### config.mk
export PLATFORM = sky130hd
export DESIGN_NAME = nts_near
export DESIGN_NICKNAME = d
export VERILOG_FILES = /design/src/nearest_timestamp_frame_sync_core_defines.svh /design/src/nts_pkg.sv /design/src/nts_near.sv
export SDC_FILE = /design/constraint.sdc
export NUM_CORES = 1
export LEC_CHECK = 0
export ABC_AREA = 1
export BUFFER_PORTS_ARGS = -buffer_cell sky130_fd_sc_hd__buf_2
export CAP_MARGIN = 10
export CORE_UTILIZATION = 50
export CTS_CLUSTER_DIAMETER = 80
export DETAILED_ROUTE_END_ITERATION = 8
export PLACE_DENSITY_LB_ADDON = 0.08
export SYNTH_ARGS = -nofsm -noshare
export SYNTH_HDL_FRONTEND = slang
export SYNTH_SLANG_ARGS = --single-unit
export TNS_END_PERCENT = 20
### constraint.sdc
create_clock -name clock -period 19.8 [get_ports clock]
set_clock_uncertainty 0.15 [all_clocks]
set_input_delay 0 -clock clock [delete_from_list [all_inputs] [get_ports clock]]
set_output_delay 0 -clock clock [all_outputs]
set_load 0.02 [all_outputs]
### src/nearest_timestamp_frame_sync_core_defines.svh
// ----------------------------------------------------------------------------
// Assertion macros for the frame synchronizer
// Shared concurrent assertion forms, clocked and reset-qualified.
// ----------------------------------------------------------------------------
`ifndef NEAREST_TIMESTAMP_FRAME_SYNC_CORE_DEFINES_SVH
`define NEAREST_TIMESTAMP_FRAME_SYNC_CORE_DEFINES_SVH

// Same-cycle implication.
`define NTS_ASSERT_NOW(label, clk, rst, ante, cons, msg) \
   label: assert property (@(posedge clk) disable iff (rst) (ante) |-> (cons)) \
      else $error(msg);

// Next-cycle implication.
`define NTS_ASSERT_NEXT(label, clk, rst, ante, cons, msg) \
   label: assert property (@(posedge clk) disable iff (rst) (ante) |=> (cons)) \
      else $error(msg);

`endif

### src/nts_pkg.sv
// ----------------------------------------------------------------------------
// nts_pkg
// Types and constants shared by the frame synchronizer modules.
// ----------------------------------------------------------------------------
package nts_pkg;

   localparam int STAMP_W = 63;
   localparam int TAG_W   = 16;
   localparam int TOL_W   = 32;

   localparam int HISTORY_DEPTH_DEF = 30;
   localparam int TAG_BITS_DEF      = 16;

   localparam logic [TOL_W-1:0] TOL_RESET = 32'd10000000;

   localparam logic STREAM_COLOR = 1'b0;
   localparam logic STREAM_DEPTH = 1'b1;

   typedef enum logic [1:0] {
      ST_IDLE,
      ST_START,
      ST_SCAN,
      ST_RESULT
   } state_type;

   // Control that rides along with one history entry through the search pipe.
   typedef struct packed {
      logic valid;
      logic stream;
      logic last;
   } beat_type;

   // Status of the shared distance unit.
   typedef struct packed {
      logic done;
      logic have_c;
      logic have_d;
   } near_status_type;

endpackage

### src/nts_near.sv
// ----------------------------------------------------------------------------
// nts_near
// Shared distance unit: absolute stamp difference, then compare against the
// running best of the entry's stream. Strict less-than keeps older on ties.
// ----------------------------------------------------------------------------
module nts_near #(
   parameter int TAG_BITS = nts_pkg::TAG_BITS_DEF
) (
   input  logic                        clock,
   input  logic                        reset,
   input  logic                        clear,
   input  nts_pkg::beat_type           in_beat,
   input  logic [nts_pkg::STAMP_W-1:0] in_stamp,
   input  logic [TAG_BITS-1:0]         in_tag,
   input  logic [nts_pkg::STAMP_W-1:0] target,
   output nts_pkg::near_status_type    status,
   output logic [nts_pkg::STAMP_W-1:0] best_c_stamp,
   output logic [TAG_BITS-1:0]         best_c_tag,
   output logic [nts_pkg::STAMP_W-1:0] best_c_dist,
   output logic [nts_pkg::STAMP_W-1:0] best_d_stamp,
   output logic [TAG_BITS-1:0]         best_d_tag,
   output logic [nts_pkg::STAMP_W-1:0] best_d_dist
);
   import nts_pkg::*;

   logic [STAMP_W:0]   diff_a, diff_b;
   logic [STAMP_W-1:0] gap;

   beat_type           beat_ff;
   logic [STAMP_W-1:0] dist_ff, stamp_ff;
   logic [TAG_BITS-1:0] tag_ff;

   logic               have_c_ff, have_d_ff, done_ff;
   logic [STAMP_W-1:0] c_stamp_ff, c_dist_ff, d_stamp_ff, d_dist_ff;
   logic [TAG_BITS-1:0] c_tag_ff, d_tag_ff;

   logic               have_sel, take;
   logic [STAMP_W-1:0] best_sel;

   // Both differences in parallel; the borrow picks the non-negative one.
   always_comb begin
      diff_a = {1'b0, in_stamp} - {1'b0, target};
      diff_b = {1'b0, target} - {1'b0, in_stamp};
      gap    = diff_a[STAMP_W] ? diff_b[STAMP_W-1:0] : diff_a[STAMP_W-1:0];
   end

   always_comb begin
      have_sel = beat_ff.stream ? have_d_ff : have_c_ff;
      best_sel = beat_ff.stream ? d_dist_ff : c_dist_ff;
      take     = beat_ff.valid && (!have_sel || (dist_ff < best_sel));
   end

   always_ff @(posedge clock) begin
      if (reset) begin
         beat_ff   <= '0;
         have_c_ff <= 1'b0;
         have_d_ff <= 1'b0;
         done_ff   <= 1'b0;
      end else begin
         beat_ff <= in_beat;
         done_ff <= beat_ff.valid && beat_ff.last;
         if (clear) begin
            have_c_ff <= 1'b0;
            have_d_ff <= 1'b0;
         end else if (take) begin
            if (beat_ff.stream == STREAM_DEPTH) have_d_ff <= 1'b1;
            else                                have_c_ff <= 1'b1;
         end
      end
   end

   always_ff @(posedge clock) begin
      dist_ff  <= gap;
      stamp_ff <= in_stamp;
      tag_ff   <= in_tag;
      if (take) begin
         if (beat_ff.stream == STREAM_DEPTH) begin
            d_dist_ff  <= dist_ff;
            d_stamp_ff <= stamp_ff;
            d_tag_ff   <= tag_ff;
         end else begin
            c_dist_ff  <= dist_ff;
            c_stamp_ff <= stamp_ff;
            c_tag_ff   <= tag_ff;
         end
      end
   end

   assign status       = '{done: done_ff, have_c: have_c_ff, have_d: have_d_ff};
   assign best_c_stamp = c_stamp_ff;
   assign best_c_tag   = c_tag_ff;
   assign best_c_dist  = c_dist_ff;
   assign best_d_stamp = d_stamp_ff;
   assign best_d_tag   = d_tag_ff;
   assign best_d_dist  = d_dist_ff;

endmodule

* Yosys cells after proc, flatten, opt, wreduce, memory -nomap -nowiden
Index checks and enable logic that the tools add are counted.
Operators by class: add/sub/neg operators 2, multipliers 0, div/mod/pow operators 0, magnitude comparators 1, eq/ne operators 0, shifts and indexed selects 0, mux-type cells 3, bitwise operators 1, reductions and logical operators 7
Operators with widths (number):
- $mux 63 | 2
- $sub 63x63->64 | 1
- $lt 63x63->1 | 1
- $sub 63x63->63 | 1
- $reduce_and 2->1 | 2
- $logic_and 1x1->1 | 2
- $reduce_or 2->1 | 1
- $logic_not 1->1 | 1
- $logic_or 1x1->1 | 1
- $mux 1 | 1
- $not 1->1 | 1
Storage, ports and cells: flip-flop bits (word level) 432, bits in latches 0, bits in writable memories 0, memory bits (read-only) 0, bits of input ports 148, output and inout port bits 287, word-level logic and storage cells 29, memories 0

* Logic depth before layout (Yosys ltp)
depth in word-level cells 5, mapped depth 19, gate-level depth less buffers 17

* Least setup slack after synthesis
Ideal clock, no wire load.
path kind register -> register, start register beat_ff[1] (netlist bit), end register c_dist_ff[0], in the netlist best_c_dist[0] (enable), library setup time 0.646 ns, arrival 8.246 ns, required time 19.004 ns, path slack 10.758 ns, stages on the path, launching flop included 15, buffers on the path 2, period minus slack after synthesis 9.042 ns, path through dfxtp_1 > buf_1 > clkbuf_1 > mux2i_1 > ha_1 > a21o_1 > nand3_1 > nand2_1 > a21oi_1 > nand2_1 > nor2_1 > nand2_1 > nand2_1 > nand2_1 > nor2_1
Between the ends: longest elaborated chain between the ends 5, elaborated cells between the ends (all ways) 8, classes of those cells order compare (1); mux (2); bitwise (1); reduce/logical (4)
Ends and longest elaborated chain:
- start, declared | RTL line nts_near.sv:29 | beat_type beat_ff;
- start signal, assigned | RTL line nts_near.sv:60 | beat_ff <= in_beat;
- $mux 63 / $mux 1 (equally long branches) | RTL line nts_near.sv:49, nts_near.sv:48
- $lt 63x63->1 / $logic_not 1->1 (equally long branches) | RTL line nts_near.sv:50 | take = beat_ff.valid && (!have_sel || (dist_ff < best_sel));
- $logic_or 1x1->1 | RTL line nts_near.sv:50
- $logic_and 1x1->1 | RTL line nts_near.sv:50
- $reduce_and 2->1 (no line) (*)
- end signal, assigned | RTL line nts_near.sv:82 | c_dist_ff <= dist_ff;
- end, declared | RTL line nts_near.sv:34 | logic [STAMP_W-1:0] c_stamp_ff, c_dist_ff, d_stamp_ff, d_dist_ff;
Every way passes the cells marked *; elsewhere a longest branch is shown, timed or not. A chain may end at the register's enable or synchronous reset.

* Worst setup path in the final report
start register beat_ff[1] (netlist bit), end register d_stamp_ff[35], in the netlist best_d_stamp[35] (enable)
Between the ends: longest elaborated chain between the ends 5, elaborated cells between the ends (all ways) 7, classes of those cells order compare (1); mux (2); reduce/logical (4)
Ends and longest elaborated chain:
- $mux 63 / $mux 1 (equally long branches) | RTL line nts_near.sv:49, nts_near.sv:48
- $lt 63x63->1 / $logic_not 1->1 (equally long branches) | RTL line nts_near.sv:50
- $logic_or 1x1->1 | RTL line nts_near.sv:50
- $logic_and 1x1->1 | RTL line nts_near.sv:50
- $reduce_and 2->1 (no line) (*)
- end signal, assigned | RTL line nts_near.sv:79 | d_stamp_ff <= stamp_ff;
- end, declared | RTL line nts_near.sv:34
Marked as above.

==> key figures <==
Timing
  – Fin. Hold Viols: 0
  – RSZ-0062 raised after global routing: no
  – Final setup fails: 0
  – Period minus WS final: around 5.1 ns
  – Slew margin rel.: 31.0%
  – Setup TNS: 0 ns
  – Slew Viols, Final: 0
  – Worst-Margin Slew: approximately 1.0 ns
  – Final period util: 25.8%
  – Hold_ws: 0.0300 ns
  – Fmax: 0.195 GHz

Worst setup path
  – Crit. End Element: flop
  – Worst Path Arrival: 5.17 ns
  – CP max stage cell: buf_4
  – Cells along the critical path: buf_4, mux2i_1, ha_1, a21o_1, nand3_1, nand2_1, a21oi_1, nand2_1, nor2_1, nand2_1, nand2_1, nand2_1, nor2_4, buf_4
  – Max FO, Critical Path: 66
  – Type of origin of the critical path: flop
  – CP max stage delay: 0.81 ns
  – Critical path class: reg -> reg
  – WP data required: between 15 and 20 ns
  – CP most frequent cell: nand2_1

Yosys
  – Syn avg cell area: 8.39 um2
  – Yosys top cell area share: 35.4%
  – Mapped Cells: about 2.9k
  – Share of async-settable or async-resettable flops after synthesis: 0%
  – Sequential area share after synthesis: 47.7%
  – Yosys warnings: 0
  – Synth Register Bits: around 430
  – EDFF count, synth: 284
  – Ys flop type: edfxtp_1
  – Synth Cell Area: between 20,000 and 25,000 um2
  – Syn_nets: 3,209
  – Area leader, netlist: edfxtp_1
  – Top post-synthesis cells by area: edfxtp_1, nand2_1, dfxtp_1, ha_1, inv_1
  – Yosys cell types: 46

Global route
  – First-pass GRT wire length: 121,000 um
  – GRT overflow: 0
  – Initial antenna violation count: 2
  – Vias in the first global route: approximately 21k
  – Largest net degree at the start of global routing: slightly below 70
  – Global Route Usage Sum: around a third

Route
  – Drt wl/cell: roughly 19 um
  – Routed wire length: about 81,000 um
  – Initial DRC count: about 1.8k
  – Vias: about 22k
  – Number of vias per cell: 5.25
  – Initial DRT Pass Iterations: 8
  – Antenna-violating nets left: 0
  – DRC viols: 0

Power
  – Sw Ratio: between 30% and 40%
  – Comb pwr share: between 20% and 30%
  – Total power draw: between 2 and 3 mW
  – Max VDD drop: a little under 0.00009 V
  – Pleak: roughly 15 nW
  – Clock power share: between 30% and 40%
  – Cell internal pwr: around 1.7 mW
  – Psw: about 0.8 mW
  – Flop pwr share: 43.9%
  – Power Dens Cells: ~83 nW/um2

Layout
  – Commonest non-fill, non-tap cell in the layout: nand2_1
  – Finished Cell Area: 30,200 um2
  – # diodes: 0
  – Non-Filler Instances: between 4k and 5k
  – Final #Nets: ~3.8k
  – Register area: ~11,000 um2
  – Most frequent cells in the layout: nand2_1, buf_2, inv_1
  – Multi-input gate area: 10,700 um2
  – Synth-to-layout area growth: 25.4%
  – Layout cells sized above 1: 15.5%
  – Fillers: between 4k and 5k

Min path
  – Hold WC Path Type: in -> reg

Clock tree
  – Clock-pin slew on the worst setup and hold paths: around 0.060 ns
  – Clk buf depth: 3
  – CTS tree: built
  – # Post-CTS Setup Buffers: 0
  – Clock root cell: clkbuf_16
  – CTS buffer count: 42
  – Clock Sink Count: 432
  – Clk_lat worst skew: between 0.5 and 0.6 ns
  – Htree depth: 2

Placement
  – GPL Wtd Cong: ~0.97
  – Placed Area: about 27,000 um2
  – Cells after DPL: around 3.9k
  – Dpl hpwl: between 60,000 and 70,000 um
  – IO buf count: around 430

Floorplanning
  – Die width: around 220 um
  – IO Pins: roughly 440
  – Rows: 80
  – Initial Util: about half
  – Die height: between 200 and 250 um
  – Core Area: about 48,000 um2
  – Die area: a little under 50,000 um2

Status
  – Outcome: finished, final reports clean

Job
  – Max_cap viols: 0
-- cell type report --
type | instances | area share, %
Tap cell | 615 | 2.55
Inverter | 427 | 5.30
Clock inverter | 17 | 0.609
Sequential cell | 432 | 38.0
Timing Repair Buffer | 645 | 14.1
Multi-Input combinational cell | 1951 | 35.3
Clock buffer | 60 | 4.08
-- metal layers --
metal / global-route usage [%] / vias up / share of wire [%]
met5: 0 / - / 0
li1: - / 10500 / -
met3: 4.78 / 122 / 7.5
met2: 52.9 / 956 / 47
met4: 10.6 / 0 / 2.9
met1: 43.6 / 10200 / 43
-- worst max-delay path: cells and delay by family (launching register included) --
family | cells | cell delay [ns]
buffers and inverters | 2 | 1.52
adder cells (fa/ha/maj) | 1 | 0.27
AO/OA/AOI/OAI | 2 | 0.44
AND/OR/NAND/NOR | 8 | 1.31
flip-flops | 1 | 0.58
multiplexers | 1 | 0.27
-- cell usage after synthesis, types with 4 or more instances --
cell type	number
nand4_1	41
and2_1	7
buf_4	4
inv_2	7
o21ai_0	104
nor3_1	13
o21a_1	5
buf_2	24
o21bai_1	11
buf_6	7
mux2i_1	62
nor2_2	5
nand3b_1	4
dfxtp_1	148
edfxtp_1	284
clkbuf_1	4
nand3_1	103
a21o_1	6
a21oi_1	190
nand2_2	13
xor2_1	66
clkbuf_2	20
a21boi_0	4
o21ai_1	6
inv_1	417
nand2_1	928
ha_1	187
nor2_1	171
-- final timing paths --
kind | from | end | slack, ns | cells past startpoint
setup / recovery | beat_ff[1]$_SDFF_PP0_ | best_d_stamp[35]$_DFFE_PP_ | 14.68 | 14
hold / removal | target[51] | dist_ff[51]$_DFF_P_ | 0.03 | 6
setup reg to reg | beat_ff[1]$_SDFF_PP0_ | best_d_stamp[35]$_DFFE_PP_ | 14.68 | 14
hold reg to reg | stamp_ff[26]$_DFF_P_ | best_d_stamp[26]$_DFFE_PP_ | 0.27 | 0
-- power groups by stage --
stage | Combinational [mW] | Sequential [mW] | Clock, mW
2_1_floorplan | 0.333 | 1.13 | 0
3_3_place_gp | 0.538 | 1.12 | 0
3_5_place_dp | 0.549 | 1.12 | 0
4_1_cts | 0.584 | 1.10 | 0.824
5_1_grt | 0.653 | 1.11 | 0.863
6_report | 0.597 | 1.11 | 0.816
-- timing repair --
action | in CTS | in global routing
resized for setup | 0 | 0
endpoints found under the hold margin | 123 | 0
hold buffers | 205 | 0
-- stage by stage --
stage / util (%) / setup WS, ns
2_1_floorplan: - / 10.76
6_report: 63.4 / 14.68
5_1_grt: 63.4 / 14.45
3_3_place_gp: 56.2 / 14.84
4_1_cts: 63.4 / 14.71
3_5_place_dp: 56.2 / 14.75
-- cells by family (layout without fill, tap and decap cells) --
family / count (synthesis) / in the layout / synth area share, %
multiplexers: 62 / 62 / 2.58
AO/OA/AOI/OAI: 333 / 333 / 7.34
adder cells (fa/ha/maj): 189 / 189 / 9.87
flip-flops: 432 / 432 / 47.7
XOR/XNOR: 68 / 68 / 2.47
buffers and inverters: 489 / 1149 / 8.13
AND/OR/NAND/NOR: 1299 / 1299 / 21.9
-- flip-flops by register name, indices dropped and copies added, names as in the netlist --
name / count
have_c_ff: 1
best_d_stamp: 63
have_d_ff: 1
done_ff: 1
best_d_tag: 16
stamp_ff: 63
best_c_dist: 63
best_d_dist: 63
beat_ff: 3
best_c_stamp: 63
tag_ff: 16
dist_ff: 63
best_c_tag: 16
(Power assumes the default switching activity.)
